===== config.mk =====
export PLATFORM = sky130hd
export DESIGN_NAME = two_axis_light_tracker_with_manual_jog_flat
export DESIGN_NICKNAME = d
export VERILOG_FILES = /design/src/rtl/ltr_pkg.sv /design/src/rtl/ltr_if.sv /design/src/rtl/ltr_step.sv /design/src/rtl/two_axis_light_tracker_with_manual_jog.sv /design/src/flat_wrapper.sv
export SDC_FILE = /design/constraint.sdc
export NUM_CORES = 1
export LEC_CHECK = 0
export ABC_AREA = 1
export BUFFER_PORTS_ARGS = -buffer_cell sky130_fd_sc_hd__buf_2
export CAP_MARGIN = 40
export CORE_MARGIN = 2
export CORE_UTILIZATION = 55
export CTS_CLUSTER_DIAMETER = 100
export DETAILED_ROUTE_END_ITERATION = 10
export PLACE_DENSITY = 0.82
export RECOVER_POWER = 100
export SETUP_SLACK_MARGIN = 0.2
export SYNTH_ARGS = -nofsm -noshare
export SYNTH_HDL_FRONTEND = slang
export SYNTH_SLANG_ARGS = --single-unit
export TNS_END_PERCENT = 1

===== constraint.sdc =====
create_clock -name clk_i -period 9.2 [get_ports clk_i]
set_input_delay 0.46 -clock clk_i [delete_from_list [all_inputs] [get_ports clk_i]]
set_output_delay 0.46 -clock clk_i [all_outputs]
set_load 0.1 [all_outputs]

===== src/rtl/ltr_pkg.sv =====
// Package for the two-axis light tracker: constants, register indexes,
// payload, configuration and state types. No dependencies.
`default_nettype none

package ltr_pkg;

  localparam int unsigned AngleW = 8;
  localparam int unsigned AdcW   = 10;
  localparam int unsigned StepW  = 4;
  localparam int unsigned TolW   = 10;
  localparam int unsigned CfgIdxW  = 3;
  localparam int unsigned CfgDataW = 10;

  // Joystick scaling value = reading * JoyMul / JoyDiv, compared via products
  localparam int unsigned JoyMul  = 180;
  localparam int unsigned JoyDiv  = 1023;
  localparam int unsigned JoyHi   = 120;
  localparam int unsigned JoyLo   = 50;
  localparam int unsigned JoyProdW = 18;
  localparam logic [JoyProdW-1:0] ProdAboveHi = JoyProdW'((JoyHi + 1) * JoyDiv);
  localparam logic [JoyProdW-1:0] ProdBelowLo = JoyProdW'(JoyLo * JoyDiv);
  localparam logic [JoyProdW-1:0] ProdBelowHi = JoyProdW'(JoyHi * JoyDiv);
  localparam logic [JoyProdW-1:0] ProdAboveLo = JoyProdW'((JoyLo + 1) * JoyDiv);

  localparam logic [AngleW-1:0] HorizMax = AngleW'(180);

  typedef enum logic [CfgIdxW-1:0] {
    CfgTolerance     = 3'd0,
    CfgAutoVertLow   = 3'd1,
    CfgAutoVertHigh  = 3'd2,
    CfgAutoHorizLow  = 3'd3,
    CfgAutoHorizHigh = 3'd4,
    CfgManVertLow    = 3'd5,
    CfgManVertHigh   = 3'd6,
    CfgJogStep       = 3'd7
  } cfg_reg_e;

  typedef struct packed {
    logic [TolW-1:0]   tolerance;
    logic [AngleW-1:0] auto_vert_low;
    logic [AngleW-1:0] auto_vert_high;
    logic [AngleW-1:0] auto_horiz_low;
    logic [AngleW-1:0] auto_horiz_high;
    logic [AngleW-1:0] manual_vert_low;
    logic [AngleW-1:0] manual_vert_high;
    logic [StepW-1:0]  jog_step;
  } cfg_t;

  localparam cfg_t CfgReset = '{
    tolerance:        TolW'(50),
    auto_vert_low:    AngleW'(20),
    auto_vert_high:   AngleW'(179),
    auto_horiz_low:   AngleW'(0),
    auto_horiz_high:  AngleW'(180),
    manual_vert_low:  AngleW'(30),
    manual_vert_high: AngleW'(160),
    jog_step:         StepW'(4)
  };

  typedef struct packed {
    logic              tracking_on;
    logic              prev_button;
    logic [AngleW-1:0] jog_vert;
    logic [AngleW-1:0] jog_horiz;
    logic [AngleW-1:0] track_vert;
    logic [AngleW-1:0] track_horiz;
    logic [AngleW-1:0] cmd_vert;
    logic [AngleW-1:0] cmd_horiz;
  } state_t;

  localparam state_t StateReset = '{
    tracking_on: 1'b0,
    prev_button: 1'b0,
    jog_vert:    AngleW'(88),
    jog_horiz:   AngleW'(88),
    track_vert:  AngleW'(45),
    track_horiz: AngleW'(180),
    cmd_vert:    AngleW'(45),
    cmd_horiz:   AngleW'(180)
  };

  typedef struct packed {
    logic            button_level;
    logic [AdcW-1:0] joy_x;
    logic [AdcW-1:0] joy_y;
    logic [AdcW-1:0] light_top_left;
    logic [AdcW-1:0] light_top_right;
    logic [AdcW-1:0] light_down_left;
    logic [AdcW-1:0] light_down_right;
  } item_t;

  typedef struct packed {
    logic [AngleW-1:0] vertical_angle;
    logic [AngleW-1:0] horizontal_angle;
    logic              vertical_written;
    logic              horizontal_written;
    logic              auto_mode;
  } res_t;

endpackage

`default_nettype wire


===== src/rtl/ltr_if.sv =====
// Channel interfaces of the light tracker: sensor tick input, angle result
// and configuration write. Depends on ltr_pkg.
`default_nettype none

interface ltr_in_if;
  logic                       valid;
  logic                       ready;
  logic                       button_level;
  logic [ltr_pkg::AdcW-1:0]   joy_x;
  logic [ltr_pkg::AdcW-1:0]   joy_y;
  logic [ltr_pkg::AdcW-1:0]   light_top_left;
  logic [ltr_pkg::AdcW-1:0]   light_top_right;
  logic [ltr_pkg::AdcW-1:0]   light_down_left;
  logic [ltr_pkg::AdcW-1:0]   light_down_right;

  modport source (
    output valid, button_level, joy_x, joy_y, light_top_left, light_top_right,
           light_down_left, light_down_right,
    input  ready
  );
  modport sink (
    input  valid, button_level, joy_x, joy_y, light_top_left, light_top_right,
           light_down_left, light_down_right,
    output ready
  );
endinterface

interface ltr_out_if;
  logic                       valid;
  logic                       ready;
  logic [ltr_pkg::AngleW-1:0] vertical_angle;
  logic [ltr_pkg::AngleW-1:0] horizontal_angle;
  logic                       vertical_written;
  logic                       horizontal_written;
  logic                       auto_mode;

  modport source (
    output valid, vertical_angle, horizontal_angle, vertical_written,
           horizontal_written, auto_mode,
    input  ready
  );
  modport sink (
    input  valid, vertical_angle, horizontal_angle, vertical_written,
           horizontal_written, auto_mode,
    output ready
  );
endinterface

interface ltr_cfg_if;
  logic                         valid;
  logic                         ready;
  logic [ltr_pkg::CfgIdxW-1:0]  index;
  logic [ltr_pkg::CfgDataW-1:0] data;

  modport source (output valid, index, data, input ready);
  modport sink (input valid, index, data, output ready);
endinterface

`default_nettype wire


===== src/rtl/ltr_step.sv =====
// One control tick of the tracker: mode toggle, manual jog and auto light
// tracking, giving next state and result. Depends on ltr_pkg.
`default_nettype none

module ltr_step (
  input  ltr_pkg::state_t state_i,
  input  ltr_pkg::cfg_t   cfg_i,
  input  ltr_pkg::item_t  item_i,
  output ltr_pkg::state_t state_o,
  output ltr_pkg::res_t   res_o
);

  localparam int unsigned MoveW = ltr_pkg::AngleW + 2;

  logic                            mode;
  logic [ltr_pkg::JoyProdW-1:0]    prod_x, prod_y;
  logic                            v_up, v_dn, h_add, h_sub;
  logic signed [MoveW-1:0]         step_s, jv_mov, jh_mov, tv_mov, th_mov;
  logic [ltr_pkg::AngleW-1:0]      jv_new, jh_new, tv_new, th_new;
  logic [ltr_pkg::AdcW:0]          sum_t, sum_d, sum_l, sum_r;
  logic [ltr_pkg::AdcW-1:0]        av_t, av_d, av_l, av_r;
  logic [ltr_pkg::AdcW-1:0]        dv_mag, dh_mag;
  logic                            v_out, h_out;

  assign mode = state_i.tracking_on ^ (item_i.button_level & ~state_i.prev_button);

  assign prod_x = ltr_pkg::JoyProdW'(item_i.joy_x) * ltr_pkg::JoyProdW'(ltr_pkg::JoyMul);
  assign prod_y = ltr_pkg::JoyProdW'(item_i.joy_y) * ltr_pkg::JoyProdW'(ltr_pkg::JoyMul);
  assign v_up   = prod_y >= ltr_pkg::ProdAboveHi;
  assign v_dn   = prod_y <  ltr_pkg::ProdBelowLo;
  assign h_add  = prod_x <  ltr_pkg::ProdBelowHi;
  assign h_sub  = prod_x >= ltr_pkg::ProdAboveLo;
  assign step_s = $signed(MoveW'(cfg_i.jog_step));

  assign sum_t = {1'b0, item_i.light_top_left} + {1'b0, item_i.light_top_right};
  assign sum_d = {1'b0, item_i.light_down_left} + {1'b0, item_i.light_down_right};
  assign sum_l = {1'b0, item_i.light_top_left} + {1'b0, item_i.light_down_left};
  assign sum_r = {1'b0, item_i.light_top_right} + {1'b0, item_i.light_down_right};
  assign av_t  = sum_t[ltr_pkg::AdcW:1];
  assign av_d  = sum_d[ltr_pkg::AdcW:1];
  assign av_l  = sum_l[ltr_pkg::AdcW:1];
  assign av_r  = sum_r[ltr_pkg::AdcW:1];
  assign dv_mag = (av_t > av_d) ? (av_t - av_d) : (av_d - av_t);
  assign dh_mag = (av_l > av_r) ? (av_l - av_r) : (av_r - av_l);
  assign v_out  = dv_mag > cfg_i.tolerance;
  assign h_out  = dh_mag > cfg_i.tolerance;

  // manual jog
  always_comb begin
    jv_mov = $signed(MoveW'(state_i.jog_vert));
    if (v_up) begin
      jv_mov = jv_mov + step_s;
    end
    if (v_dn) begin
      jv_mov = jv_mov - step_s;
    end
    if (jv_mov < $signed(MoveW'(cfg_i.manual_vert_low))) begin
      jv_new = cfg_i.manual_vert_low;
    end else if (jv_mov > $signed(MoveW'(cfg_i.manual_vert_high))) begin
      jv_new = cfg_i.manual_vert_high;
    end else begin
      jv_new = jv_mov[ltr_pkg::AngleW-1:0];
    end

    jh_mov = $signed(MoveW'(state_i.jog_horiz));
    if (h_add) begin
      jh_mov = jh_mov + step_s;
    end
    if (h_sub) begin
      jh_mov = jh_mov - step_s;
    end
    if (jh_mov < $signed(MoveW'(0))) begin
      jh_new = '0;
    end else if (jh_mov > $signed(MoveW'(ltr_pkg::HorizMax))) begin
      jh_new = ltr_pkg::HorizMax;
    end else begin
      jh_new = jh_mov[ltr_pkg::AngleW-1:0];
    end
  end

  // auto tracking, one degree per tick
  always_comb begin
    tv_mov = $signed(MoveW'(state_i.track_vert));
    tv_new = state_i.track_vert;
    if (av_t > av_d) begin
      tv_mov = tv_mov + $signed(MoveW'(1));
      if (tv_mov > $signed(MoveW'(cfg_i.auto_vert_high))) begin
        tv_new = cfg_i.auto_vert_high;
      end else begin
        tv_new = tv_mov[ltr_pkg::AngleW-1:0];
      end
    end else if (av_t < av_d) begin
      tv_mov = tv_mov - $signed(MoveW'(1));
      if (tv_mov < $signed(MoveW'(cfg_i.auto_vert_low))) begin
        tv_new = cfg_i.auto_vert_low;
      end else begin
        tv_new = tv_mov[ltr_pkg::AngleW-1:0];
      end
    end

    th_mov = $signed(MoveW'(state_i.track_horiz));
    th_new = state_i.track_horiz;
    if (av_l > av_r) begin
      th_mov = th_mov - $signed(MoveW'(1));
      if (th_mov < $signed(MoveW'(cfg_i.auto_horiz_low))) begin
        th_new = cfg_i.auto_horiz_low;
      end else begin
        th_new = th_mov[ltr_pkg::AngleW-1:0];
      end
    end else if (av_l < av_r) begin
      th_mov = th_mov + $signed(MoveW'(1));
      if (th_mov > $signed(MoveW'(cfg_i.auto_horiz_high))) begin
        th_new = cfg_i.auto_horiz_high;
      end else begin
        th_new = th_mov[ltr_pkg::AngleW-1:0];
      end
    end
  end

  always_comb begin
    state_o             = state_i;
    state_o.tracking_on = mode;
    state_o.prev_button = item_i.button_level;
    res_o.vertical_written   = 1'b0;
    res_o.horizontal_written = 1'b0;
    if (!mode) begin
      state_o.jog_vert  = jv_new;
      state_o.jog_horiz = jh_new;
      state_o.cmd_vert  = jv_new;
      state_o.cmd_horiz = jh_new;
      res_o.vertical_written   = 1'b1;
      res_o.horizontal_written = 1'b1;
    end else begin
      if (v_out) begin
        state_o.track_vert = tv_new;
        state_o.cmd_vert   = tv_new;
        res_o.vertical_written = 1'b1;
      end
      if (h_out) begin
        state_o.track_horiz = th_new;
        state_o.cmd_horiz   = th_new;
        res_o.horizontal_written = 1'b1;
      end
    end
    res_o.vertical_angle   = state_o.cmd_vert;
    res_o.horizontal_angle = state_o.cmd_horiz;
    res_o.auto_mode        = mode;
  end

endmodule

`default_nettype wire


===== src/rtl/two_axis_light_tracker_with_manual_jog.sv =====
// Two-axis light tracker with manual joystick jog.
// A tick is captured in the input register, the state update works on it, and
// its result is held in the result register that drives out_o.
// Throughput: one tick per cycle unless out_o stalls; input register and result
// register each hold one transaction, the state update sits between them.
// Reset: rst_ni async low clears state to manual mode and registers to defaults.
// Depends on ltr_pkg, ltr_if and ltr_step.
`default_nettype none

module two_axis_light_tracker_with_manual_jog (
  input  wire         clk_i,
  input  wire         rst_ni,
  ltr_in_if.sink      in_i,
  ltr_cfg_if.sink     cfg_i,
  ltr_out_if.source   out_o
);

  ltr_pkg::cfg_t   cfg_q;
  ltr_pkg::state_t state_q, state_d;
  ltr_pkg::item_t  item_q, item_in;
  ltr_pkg::res_t   res_q, res_d;
  logic            in_valid_q, out_valid_q;
  logic            advance, in_take;

  assign advance = in_valid_q && (!out_valid_q || out_o.ready);
  assign in_i.ready = !in_valid_q || advance;
  assign in_take = in_i.valid && in_i.ready;
  assign cfg_i.ready = 1'b1;

  assign item_in = '{
    button_level:     in_i.button_level,
    joy_x:            in_i.joy_x,
    joy_y:            in_i.joy_y,
    light_top_left:   in_i.light_top_left,
    light_top_right:  in_i.light_top_right,
    light_down_left:  in_i.light_down_left,
    light_down_right: in_i.light_down_right
  };

  ltr_step u_step (
    .state_i (state_q),
    .cfg_i   (cfg_q),
    .item_i  (item_q),
    .state_o (state_d),
    .res_o   (res_d)
  );

  always_ff @(posedge clk_i or negedge rst_ni) begin
    if (!rst_ni) begin
      cfg_q <= ltr_pkg::CfgReset;
    end else if (cfg_i.valid && cfg_i.ready) begin
      case (ltr_pkg::cfg_reg_e'(cfg_i.index))
        ltr_pkg::CfgTolerance:     cfg_q.tolerance <= cfg_i.data;
        ltr_pkg::CfgAutoVertLow:   cfg_q.auto_vert_low <= cfg_i.data[ltr_pkg::AngleW-1:0];
        ltr_pkg::CfgAutoVertHigh:  cfg_q.auto_vert_high <= cfg_i.data[ltr_pkg::AngleW-1:0];
        ltr_pkg::CfgAutoHorizLow:  cfg_q.auto_horiz_low <= cfg_i.data[ltr_pkg::AngleW-1:0];
        ltr_pkg::CfgAutoHorizHigh: cfg_q.auto_horiz_high <= cfg_i.data[ltr_pkg::AngleW-1:0];
        ltr_pkg::CfgManVertLow:    cfg_q.manual_vert_low <= cfg_i.data[ltr_pkg::AngleW-1:0];
        ltr_pkg::CfgManVertHigh:   cfg_q.manual_vert_high <= cfg_i.data[ltr_pkg::AngleW-1:0];
        ltr_pkg::CfgJogStep:       cfg_q.jog_step <= cfg_i.data[ltr_pkg::StepW-1:0];
        default: ;
      endcase
    end
  end

  always_ff @(posedge clk_i or negedge rst_ni) begin
    if (!rst_ni) begin
      state_q     <= ltr_pkg::StateReset;
      in_valid_q  <= 1'b0;
      out_valid_q <= 1'b0;
    end else begin
      if (advance) begin
        state_q <= state_d;
      end
      if (in_i.ready) begin
        in_valid_q <= in_i.valid;
      end
      if (advance) begin
        out_valid_q <= 1'b1;
      end else if (out_o.ready) begin
        out_valid_q <= 1'b0;
      end
    end
  end

  always_ff @(posedge clk_i) begin
    if (in_take) begin
      item_q <= item_in;
    end
    if (advance) begin
      res_q <= res_d;
    end
  end

  assign out_o.valid              = out_valid_q;
  assign out_o.vertical_angle     = res_q.vertical_angle;
  assign out_o.horizontal_angle   = res_q.horizontal_angle;
  assign out_o.vertical_written   = res_q.vertical_written;
  assign out_o.horizontal_written = res_q.horizontal_written;
  assign out_o.auto_mode          = res_q.auto_mode;

  a_mode_only_on_tick: assert property (@(posedge clk_i) disable iff (!rst_ni)
    !advance |=> $stable(state_q.tracking_on))
    else $error("mode changed without a processed tick");

  a_manual_writes_both: assert property (@(posedge clk_i) disable iff (!rst_ni)
    out_o.valid && !out_o.auto_mode |->
      out_o.vertical_written && out_o.horizontal_written)
    else $error("manual result missing a servo command");

  a_manual_horiz_range: assert property (@(posedge clk_i) disable iff (!rst_ni)
    out_o.valid && !out_o.auto_mode |-> out_o.horizontal_angle <= ltr_pkg::HorizMax)
    else $error("manual horizontal angle out of range");

  a_result_follows_tick: assert property (@(posedge clk_i) disable iff (!rst_ni)
    advance |=> out_valid_q && (res_q.auto_mode == state_q.tracking_on))
    else $error("result does not match updated mode");

endmodule

`default_nettype wire


===== src/flat_wrapper.sv =====
// flat-port wrapper written by rule: the top's interface ports become plain ports
module two_axis_light_tracker_with_manual_jog_flat 
  (clk_i, rst_ni, in_i_valid, in_i_button_level, in_i_joy_x, in_i_joy_y, in_i_light_top_left, in_i_light_top_right, in_i_light_down_left, in_i_light_down_right, in_i_ready, cfg_i_valid, cfg_i_index, cfg_i_data, cfg_i_ready, out_o_valid, out_o_vertical_angle, out_o_horizontal_angle, out_o_vertical_written, out_o_horizontal_written, out_o_auto_mode, out_o_ready);
  ltr_in_if in_i_i ();
  ltr_cfg_if cfg_i_i ();
  ltr_out_if out_o_i ();
  input  wire clk_i;
  input  wire rst_ni;
  input wire logic [$bits(in_i_i.valid)-1:0] in_i_valid;
  input wire logic [$bits(in_i_i.button_level)-1:0] in_i_button_level;
  input wire logic [$bits(in_i_i.joy_x)-1:0] in_i_joy_x;
  input wire logic [$bits(in_i_i.joy_y)-1:0] in_i_joy_y;
  input wire logic [$bits(in_i_i.light_top_left)-1:0] in_i_light_top_left;
  input wire logic [$bits(in_i_i.light_top_right)-1:0] in_i_light_top_right;
  input wire logic [$bits(in_i_i.light_down_left)-1:0] in_i_light_down_left;
  input wire logic [$bits(in_i_i.light_down_right)-1:0] in_i_light_down_right;
  output wire logic [$bits(in_i_i.ready)-1:0] in_i_ready;
  input wire logic [$bits(cfg_i_i.valid)-1:0] cfg_i_valid;
  input wire logic [$bits(cfg_i_i.index)-1:0] cfg_i_index;
  input wire logic [$bits(cfg_i_i.data)-1:0] cfg_i_data;
  output wire logic [$bits(cfg_i_i.ready)-1:0] cfg_i_ready;
  output wire logic [$bits(out_o_i.valid)-1:0] out_o_valid;
  output wire logic [$bits(out_o_i.vertical_angle)-1:0] out_o_vertical_angle;
  output wire logic [$bits(out_o_i.horizontal_angle)-1:0] out_o_horizontal_angle;
  output wire logic [$bits(out_o_i.vertical_written)-1:0] out_o_vertical_written;
  output wire logic [$bits(out_o_i.horizontal_written)-1:0] out_o_horizontal_written;
  output wire logic [$bits(out_o_i.auto_mode)-1:0] out_o_auto_mode;
  input wire logic [$bits(out_o_i.ready)-1:0] out_o_ready;
  assign in_i_i.valid = in_i_valid;
  assign in_i_i.button_level = in_i_button_level;
  assign in_i_i.joy_x = in_i_joy_x;
  assign in_i_i.joy_y = in_i_joy_y;
  assign in_i_i.light_top_left = in_i_light_top_left;
  assign in_i_i.light_top_right = in_i_light_top_right;
  assign in_i_i.light_down_left = in_i_light_down_left;
  assign in_i_i.light_down_right = in_i_light_down_right;
  assign in_i_ready = in_i_i.ready;
  assign cfg_i_i.valid = cfg_i_valid;
  assign cfg_i_i.index = cfg_i_index;
  assign cfg_i_i.data = cfg_i_data;
  assign cfg_i_ready = cfg_i_i.ready;
  assign out_o_valid = out_o_i.valid;
  assign out_o_vertical_angle = out_o_i.vertical_angle;
  assign out_o_horizontal_angle = out_o_i.horizontal_angle;
  assign out_o_vertical_written = out_o_i.vertical_written;
  assign out_o_horizontal_written = out_o_i.horizontal_written;
  assign out_o_auto_mode = out_o_i.auto_mode;
  assign out_o_i.ready = out_o_ready;
  two_axis_light_tracker_with_manual_jog u_core (.clk_i(clk_i), .rst_ni(rst_ni), .in_i(in_i_i), .cfg_i(cfg_i_i), .out_o(out_o_i));
endmodule

==> results of run 1 <==
Yosys cell counts, types with 39 or more instances:
library cell and instances:
nor2_1 117, inv_1 389, ha_1 218, nand3_1 90, fa_1 39, nand2_1 460, a21oi_1 121, o21ai_0 190
edfxtp_1 80, dfstp_2 43, xor2_1 79, dfrtp_1 71
sequential cells by signal, summed over array words and instances (netlist names):
signal,cells
u_core.out_o.horizontal_angle,8
u_core.item_q,61
u_core.out_o.valid,1
u_core.out_o.horizontal_written,1
u_core.state_q,50
u_core.cfg_q,62
u_core.out_o.vertical_written,1
u_core.out_o.vertical_angle,8
u_core.out_o.auto_mode,1
u_core.in_valid_q,1
through the flow:
| step | setup WS [ns] | hold WS (ns) | cells | instance area, um^2 | util |
|---|---|---|---|---|---|
| final | 1.31 | 0.180 | 2654 | 18300 | 0.601 |
| after global routing | 0.439 | 0.163 | 2654 | 18300 | 0.601 |
| after CTS | 1.68 | 0.0370 | 2654 | 18400 | 0.605 |
| after detailed placement | 1.70 | 0.460 | 2622 | 17800 | 0.585 |
| after global placement | 2.05 | 0.458 | 2621 | 17800 | 0.584 |
| after floorplan | 3.14 | 0.164 | 2153 | 16900 | - |
layout make-up:
class,count,area [um^2]
clock inverter,15,204
timing repair buffer,105,499
tap,396,495
clock buffer,17,425
inverter,400,1500
fill,2676,12100
multi-input combinational,1527,9870
sequential,194,5310
worst max path at each step:
stage                 startpoint                        endpoint
6_report        u_core.item_q[2]              u_core.state_q[20]
5_1_grt         u_core.item_q[2]              u_core.state_q[17]
4_1_cts         u_core.item_q[0]              u_core.state_q[30]
3_5_place_dp    u_core.item_q[1]              u_core.state_q[30]
3_3_place_gp   u_core.item_q[21]              u_core.state_q[30]
2_1_floorplan  u_core.item_q[49]  u_core.out_o.vertical_angle[0]
critical path, delay by kind of cell, from the launching register on:
kind	cells	cell delay (ns)
compound gates	10	2.27
xor+xnor	2	0.37
fa+ha+maj	3	1.11
buf+inv	7	1.31
flops	1	0.41
simple gates	12	2.33
kinds of logic after synthesis:
logic type               count (synthesis)
AO/OA/AOI/OAI                          409
XOR/XNOR                                93
adder cells (fa/ha/maj)                257
buffers and inverters                  432
flip-flops                             194
multiplexers                             1
other                                    1
AND/OR/NAND/NOR                        766
layer usage:
| layer | part of all wire | up-vias | GRT usage |
|---|---|---|---|
| li1 | - | 7247 | - |
| met1 | 0.44 | 6785 | 0.341 |
| met2 | 0.48 | 486 | 0.453 |
| met3 | 0.054 | 112 | 0.0337 |
| met4 | 0.035 | 0 | 0.111 |
| met5 | 0 | - | 0 |
==> reports/qor.yml, run 1 <==
synth_top_area_frac: 0.162
synth_top_family_by_area: "adder cells"
arrival_ns: 8.25
tns_ns: 0
area_growth_pct: 8.38
clockRootBuffer: "clkbuf_16"
gr-total-overflow: 0
synthesis.nets: 2489
synth-simple-area-share: 0.194
async_reset_ff_frac: 0.588
rows: 64
dpl.hpwl_mm: 33.1
rsz0062_at_grt: "false"
grt_max_degree: 67
netlist_area_um2: 16900
finalWirelength_mm: 41.0
antenna_cells: 0
core_um2: 30400
antenna_found_initial: 0
clock_latency_ns: 0.46
io_pins: 101
drv_cap: 3
ys_seq_elements: 194
dr.pass1.iters: 6
fin_crit_ns: 7.89
grt_pass1_vias: 14500
setup-violations-final: 0
synth_xor_xnor_area_share: 0.0487
required_ns: 9.57
die_h_um: 179
timing.rr.start: "u_core.item_q[2]"
r2r_cells: 34
drc: 0
drtIter0Drc: 1196
worst_pin_slew_ns: 3.43
cp-end-kind: "flip-flop"
outcome: "finished with violations"
hold_path_class: "input pin to flip-flop"
hold_buffers: 0
grt_pass1_wl_mm: 68.0
ys_seq_area_frac: 0.314
synth_edf_count: 80
htreeDepth: 4
cts-resized-gates: 0
violations: "max-capacitance violations, max-slew violations"
cp-start-kind: "flip-flop"
r2r_slack_ns: 1.31
holdPathEnd: "u_core.item_q[6]"
drive_gt1_frac: 0.0824
final_common_cell: "nand2_1"
fp.dieArea_um2: 32100
fin_nets: 2581
max_stage_delay_ns: 0.58
die_x_um: 179
r2r_end: "u_core.state_q[20]"
gp_congestion: 0.976
post_cts_buffers: 0
ys.warnings.count: 0
final_antenna_net_count: 0
synthDistinctLibCells: 61
final_cell_mix: "nand2_1 (465), inv_1 (389), ha_1 (218)"
cts_made_buffers: 17
synth_compound_area_frac: 0.137
hold_depth: 1
port_buffers: 99
clock.fmax_mhz: 127
synth_area_leaders: "ha_1 (16%), edfxtp_1 (14%), dfrtp_1 (11%)"
vias_per_cell: 5.51
muxShareOfSynthArea: 0.000593
initial_core_util: 0.555
hp-start: "in_i_light_down_right[6]"
clock_sinks: 194
crit_type: "flip-flop to flip-flop"
ys.flop_type: "edfxtp_1"
min_period_over_period: 0.857
synth_top_area_cell: "ha_1"
syn_inst: 2153
cts.reportedPaths.clkPinSlew_ns: 0.08
clk_path_buf_depth: 2
fin_worst_skew_ns: 0.0167
crit_fanout: 20
cp_slowest_cell: "inv_1"
synthAdderAreaFrac: 0.208
synth_area_per_cell_um2: 7.84
hold_viol: 0
grt_usage: 0.266
cts_tree: "built"
dr_total_vias: 14600
maxSlewViolCount: 179
relSlewSlack: -1.29
wl_per_cell_um: 15.5
Power of run 1 is left out: the tool's default activity adds up to more than one toggle a clock period on the data nets, which glitch-free logic cannot reach.
==> inputs of run 2 (changes only) <==
ABC_CLOCK_PERIOD_IN_PS = 7100   (was not set)
PLACE_DENSITY = 0.85   (was 0.82)
SYNTH_HIERARCHICAL = 1   (was not set)
clock period = 7.1 ns   (was 9.2 ns; I/O delays follow)
==> reports/qor.yml, run 2 <==
cts_made_buffers: 17  # unchanged
grt_usage: 0.260  # -0.00506
regMostFlops: "u_core/cfg_q"
antenna_found_initial: 0  # unchanged
wl_per_cell_um: 15.9  # +2.9%
netlist_area_um2: 17800  # +5.2%
grt_pass1_vias: 15100  # +4.2%
synth_area_per_cell_um2: 7.75  # -1.3%
cts.reportedPaths.clkPinSlew_ns: 0.08  # about the same
ir_drop_v: 0.000379
r2r_slack_ns: 0.37  # -0.94 ns
die_x_um: 184  # +2.5%
hold_path_class: "input pin to flip-flop"
setup-violations-final: 0  # unchanged
ys.flop_type: "edfxtp_1"
drc: 0  # unchanged
fp.dieArea_um2: 33700  # +5.1%
p_leak_nw: 10.1
maxSlewViolCount: 271  # +51%
clk_path_buf_depth: 2  # unchanged
holdPathEnd: "u_core/item_q[52]"
gr-total-overflow: 0  # unchanged
htreeDepth: 4  # unchanged
r2r_cells: 40  # +18%
cp-start-kind: "flip-flop"
grt_max_degree: 66  # -1.5%
hold_depth: 1  # unchanged
design_area_um2: 19500  # +6.3%
r2r_end: "u_core/state_q[18]"
area_growth_pct: 9.60
fin_worst_skew_ns: 0.0139  # -0.00280 ns
required_ns: 7.49  # -2.08 ns
final_antenna_net_count: 0  # unchanged
clock_sinks: 194  # unchanged
synth_area_leaders: "ha_1 (15%), edfxtp_1 (14%), nand2_1 (13%)"
syn_inst: 2293  # +6.5%
async_reset_ff_frac: 0.588  # unchanged
synth_commonest_cells: "nand2_1 (600), inv_1 (369), ha_1 (218)"
io_pins: 101  # unchanged
drive_gt1_frac: 0.130  # +0.0473
outcome: "finished with violations"
max_stage_delay_ns: 0.41  # -0.17 ns
synth_edf_count: 80  # unchanged
reg_top3: "u_core/cfg_q (62), u_core/item_q (61), u_core/state_q (50)"
synthDistinctLibCells: 63  # +3.3%
rows: 65  # +1.6%
drv_cap: 5  # +2
clock_latency_ns: 0.46  # about the same
cp-end-kind: "flip-flop"
ys_seq_elements: 194  # unchanged
cts_tree: "built"
core_um2: 31600  # +4.0%
antenna_cells: 0  # unchanged
dr_total_vias: 15600  # +6.8%
path_common_cell: "nand2_1"
rsz0062_at_grt: "true"
power_density_nw_per_um2: 514
dr.pass1.iters: 8  # +2
violations: "max-capacitance violations, max-slew violations"
crit_fanout: 11  # -45%
hp-start: "in_i_joy_x[2]"
finalWirelength_mm: 44.6  # +8.6%
dpl.hpwl_mm: 33.4  # +0.81%
relSlewSlack: -1.32  # -0.0351
worst_pin_slew_ns: 3.48  # +0.0526 ns
ys_seq_area_frac: 0.299  # -0.0154
hold_viol: 0  # unchanged
clock.fmax_mhz: 149  # +17%
drtIter0Drc: 1374  # +15%
placedInstanceArea_um2: 18500  # +4.2%
cp_slowest_cell: "edfxtp_1"
arrival_ns: 7.12  # -1.13 ns
grt_pass1_wl_mm: 71.2  # +4.7%
path_delay_family: "compound AO/OA/AOI/OAI gates"
ys.warnings.count: 6  # +6
crit_type: "flip-flop to flip-flop"
p_total_mw: 10.0
synthesis.nets: 2629  # +5.6%
min_period_over_period: 0.948  # +0.0906
clockRootBuffer: "clkbuf_16"
fin_crit_ns: 6.73  # -1.16 ns
final_common_cell: "nand2_1"
path_buf_inv: 5  # -2
synth_top_area_frac: 0.154  # -0.00793
port_buffers: 99  # unchanged
vias_per_cell: 5.58  # +1.2%
yosysMostFrequentCell: "nand2_1"
hold_ws_ns: 0.0602  # -0.120 ns
gp_congestion: 0.968  # -0.82%
final_cell_mix: "nand2_1 (604), inv_1 (368), ha_1 (205)"
timing.rr.start: "u_core/item_q[2]"
largest_reg_flops: 62  # unchanged
die_h_um: 184  # +2.5%
synth_top_area_cell: "ha_1"
initial_core_util: 0.561  # +0.00639
fin_nets: 2722  # +5.5%
-- run 2: changes by cell type after synthesis, sizes merged, moves of 5 or more --
cell,delta
nand3,+77
o22ai,-8
o21bai,+7
nor2,-22
o211ai,-5
a211oi,+7
nand3b,-5
nand2,+156
o21a,+11
buf,+37
a31oi,-9
inv,-13
o21ai,-83
-- run 2: what timing repair did --
| action | in CTS | in global routing |
|---|---|---|
| gates resized for setup | 4 | 69 |
| endpoints found under the setup margin | 16 | 58 |
| pin swaps | 0 | 11 |
| hold buffers | 1 | 0 |
| hold endpoints to repair | 20 | 0 |
| setup buffers | 0 | 21 |
-- run 2: worst max-delay path by stage --
stage | from | to | slack, ns | cells after the start
6_report | u_core/item_q[2] | u_core/state_q[18] | 0.37 | 40
3_5_place_dp | u_core/item_q[49] | u_core/state_q[9] | 0.13 | 41
5_1_grt | u_core/item_q[0] | u_core/state_q[1] | -0.08 | 42
4_1_cts | u_core/item_q[49] | u_core/state_q[12] | 0.26 | 42
2_1_floorplan | u_core/item_q[49] | u_core/state_q[10] | 0.81 | 42
3_3_place_gp | u_core/item_q[49] | u_core/state_q[14] | 0.36 | 41
-- run 2: final cells by class --
cell class / instances / area, um^2
tap: 402 / 503
inverter: 383 / 1450
clock inverter: 15 / 161
clock buffer: 17 / 425
multi-input combinational: 1648 / 10900
fill: 2635 / 12200
sequential: 194 / 5310
timing repair buffer: 142 / 767
-- run 2: worst reg2reg max path: cells and delay by family (launching register included) --
kind | cells | cell delay [ns]
AND/OR/NAND/NOR | 17 | 2.17
flip-flops | 1 | 0.41
AO/OA/AOI/OAI | 13 | 2.23
adder cells (fa/ha/maj) | 3 | 1.10
XOR/XNOR | 2 | 0.32
buffers and inverters | 5 | 0.46
-- run 2: logic make-up after synthesis --
kind of cell	after synthesis	synth area share
other cells	1	0.000211
mux	1	0.000564
compound gates	328	0.109
buf+inv	451	0.104
fa+ha+maj	257	0.198
flops	194	0.299
xor+xnor	94	0.0476
simple gates	967	0.242
-- run 2: per-layer routing --
layer | GRT usage | vias up | part of all wire
li1 | - | 7594 | -
met1 | 0.328 | 7340 | 0.42
met2 | 0.454 | 590 | 0.49
met3 | 0.0454 | 96 | 0.061
met4 | 0.0822 | 0 | 0.025
met5 | 0 | - | 0
-- run 2: power by group --
group	switching (mW)	total, mW	internal, mW	leakage [nW]
Combinational	4.67	7.21	2.54	7.71
Sequential	0.234	1.80	1.56	2.13
Clock	0.494	0.995	0.501	0.289
-- run 2: stage by stage --
stage | TNS [ns] | utilization | worst slack (ns) | cells
detailed placement | 0 | 0.586 | 0.129 | 2747
floorplan | 0 | - | 0.811 | 2293
global route | -0.423 | 0.615 | -0.0784 | 2801
global placement | 0 | 0.585 | 0.362 | 2746
CTS | 0 | 0.605 | 0.264 | 2780
finish | 0 | 0.615 | 0.370 | 2801
(Power assumes the default switching activity.)
==> inputs of run 3 (changes only) <==
GPL_TIMING_DRIVEN = 0   (was not set)
==> reports/qor.yml, run 3 (same netlist as run 2, synthesis figures left out) <==
setup.worst_path.start: "u_core/item_q[31]"
hold_path_class: "input pin to flip-flop"
grt_max_degree: 49  # -26%
required_ns: 7.50  # about the same
crit_fanout: 10  # -1
r2r_cells: 43  # +7.5%
fin_nets: 2794  # +2.6%
setup-violations-final: 0  # unchanged
path_common_cell: "nand2_1"
worst_pin_slew_ns: 2.50  # -0.982 ns
clk_path_buf_depth: 2  # unchanged
hold_ws_ns: 0.0615  # +0.00128 ns
core_um2: 31600  # unchanged
final_cell_mix: "nand2_1 (560), inv_1 (364), ha_1 (195)"
die_h_um: 184  # unchanged
fin_crit_ns: 6.80  # +0.0716 ns
dpl.hpwl_mm: 34.7  # +3.9%
timing.rr.start: "u_core/item_q[31]"
rsz0062_at_grt: "true"
gr-total-overflow: 0  # unchanged
clock_latency_ns: 0.46  # about the same
area_growth_pct: 15.4
wl_per_cell_um: 16.4  # +3.3%
cp-start-kind: "flip-flop"
maxSlewViolCount: 150  # -45%
dr.pass1.iters: 8  # unchanged
largest_reg_flops: 62  # unchanged
finalWirelength_mm: 47.2  # +6.0%
hp-start: "in_i_light_down_left[8]"
vias_per_cell: 5.58  # +0.13%
antenna_cells: 0  # unchanged
hold_viol: 0  # unchanged
arrival_ns: 7.20  # +0.08 ns
cts.reportedPaths.clkPinSlew_ns: 0.08  # about the same
clockRootBuffer: "clkbuf_16"
final_antenna_net_count: 0  # unchanged
cts_tree: "built"
n_fill_cell: 2521  # -4.3%
relSlewSlack: -0.667  # +0.655
grt_pass1_wl_mm: 72.9  # +2.4%
cp_slowest_cell: "edfxtp_1"
path_buf_inv: 9  # +4
crit_type: "flip-flop to flip-flop"
drive_gt1_frac: 0.183  # +0.0537
hold_depth: 1  # unchanged
path_delay_family: "simple AND/OR/NAND/NOR gates"
clock_sinks: 194  # unchanged
htreeDepth: 4  # unchanged
r2r_end: "u_core/state_q[3]"
grt_usage: 0.269  # +0.00900
dr_total_vias: 16000  # +2.7%
grt_pass1_vias: 15400  # +2.0%
cp-end-kind: "flip-flop"
min_period_over_period: 0.958  # +0.0101
max_stage_delay_ns: 0.48  # +0.07 ns
final_common_cell: "nand2_1"
holdPathEnd: "u_core/item_q[18]"
violations: "max-capacitance violations, max-slew violations"
regMostFlops: "u_core/cfg_q"
drc: 0  # unchanged
fin_util: 0.648  # +0.0327
die_x_um: 184  # unchanged
fin_worst_skew_ns: 0.0119  # -0.00208 ns
io_pins: 101  # unchanged
gp_congestion: 0.951  # -1.7%
r2r_slack_ns: 0.30  # -0.07 ns
drtIter0Drc: 1380  # +0.44%
initial_core_util: 0.561  # unchanged
port_buffers: 95  # -4.0%
antenna_found_initial: 0  # unchanged
fp.dieArea_um2: 33700  # unchanged
clock.fmax_mhz: 147  # -1.1%
reg_top3: "u_core/cfg_q (62), u_core/item_q (61), u_core/state_q (50)"
drv_cap: 4  # -1
rows: 65  # unchanged
cts_made_buffers: 17  # unchanged
outcome: "finished with violations"
run 3: cell count changes in the layout (fill, tap and decap cells not counted), sizes merged:
cell | before | now
nand3 | 172 | 173
clkinvlp | 1 | 0
clkinv | 8 | 14
buf | 109 | 155
clkbuf | 49 | 75
inv | 388 | 382
run 3: how the worst max path moves through the flow:
stage                     slack [ns]  cells after the start            endpoint
final                           0.30                     43   u_core/state_q[3]
after detailed placement       -0.42                     41   u_core/state_q[8]
after CTS                       0.17                     43   u_core/state_q[8]
after global routing           -0.13                     43   u_core/state_q[3]
after floorplan                 0.81                     42  u_core/state_q[10]
after global placement         -0.26                     40   u_core/state_q[8]
run 3: layer usage:
metal / vias to the layer above / share of wire / GRT usage
met5: - / 0 / 0
li1: 7759 / - / -
met1: 7505 / 0.42 / 0.340
met3: 150 / 0.053 / 0.0345
met4: 0 / 0.045 / 0.124
met2: 628 / 0.48 / 0.461
run 3: repair_timing:
action	in CTS	in global routing
pin swaps	6	85
endpoints found under the setup margin	56	58
setup buffers	11	34
endpoints found under the hold margin	19	0
gates resized for setup	21	195
hold buffers	1	0
gates cloned	1	0
run 3: area by class of cell:
class | count | area, um^2 | area share
Clock inverter | 14 | 185 | 0.00903
Clock buffer | 18 | 450 | 0.0220
Buffer | 68 | 419 | 0.0204
Multi-Input combinational cell | 1649 | 11300 | 0.553
Timing Repair Buffer | 145 | 823 | 0.0402
Tap cell | 402 | 503 | 0.0245
Sequential cell | 194 | 5310 | 0.259
Inverter | 383 | 1470 | 0.0715
run 3: metrics by stage:
step                      area, um^2  instances  setup WS [ns]  setup TNS (ns)
after floorplan                17800       2293          0.811               0
after global placement         18700       2790         -0.265           -2.29
after detailed placement       18800       2794         -0.420           -5.71
after CTS                      19600       2839          0.169               0
after global routing           20500       2873         -0.125          -0.642
final                          20500       2873          0.298               0
Power of run 3 is left out for the same reason.
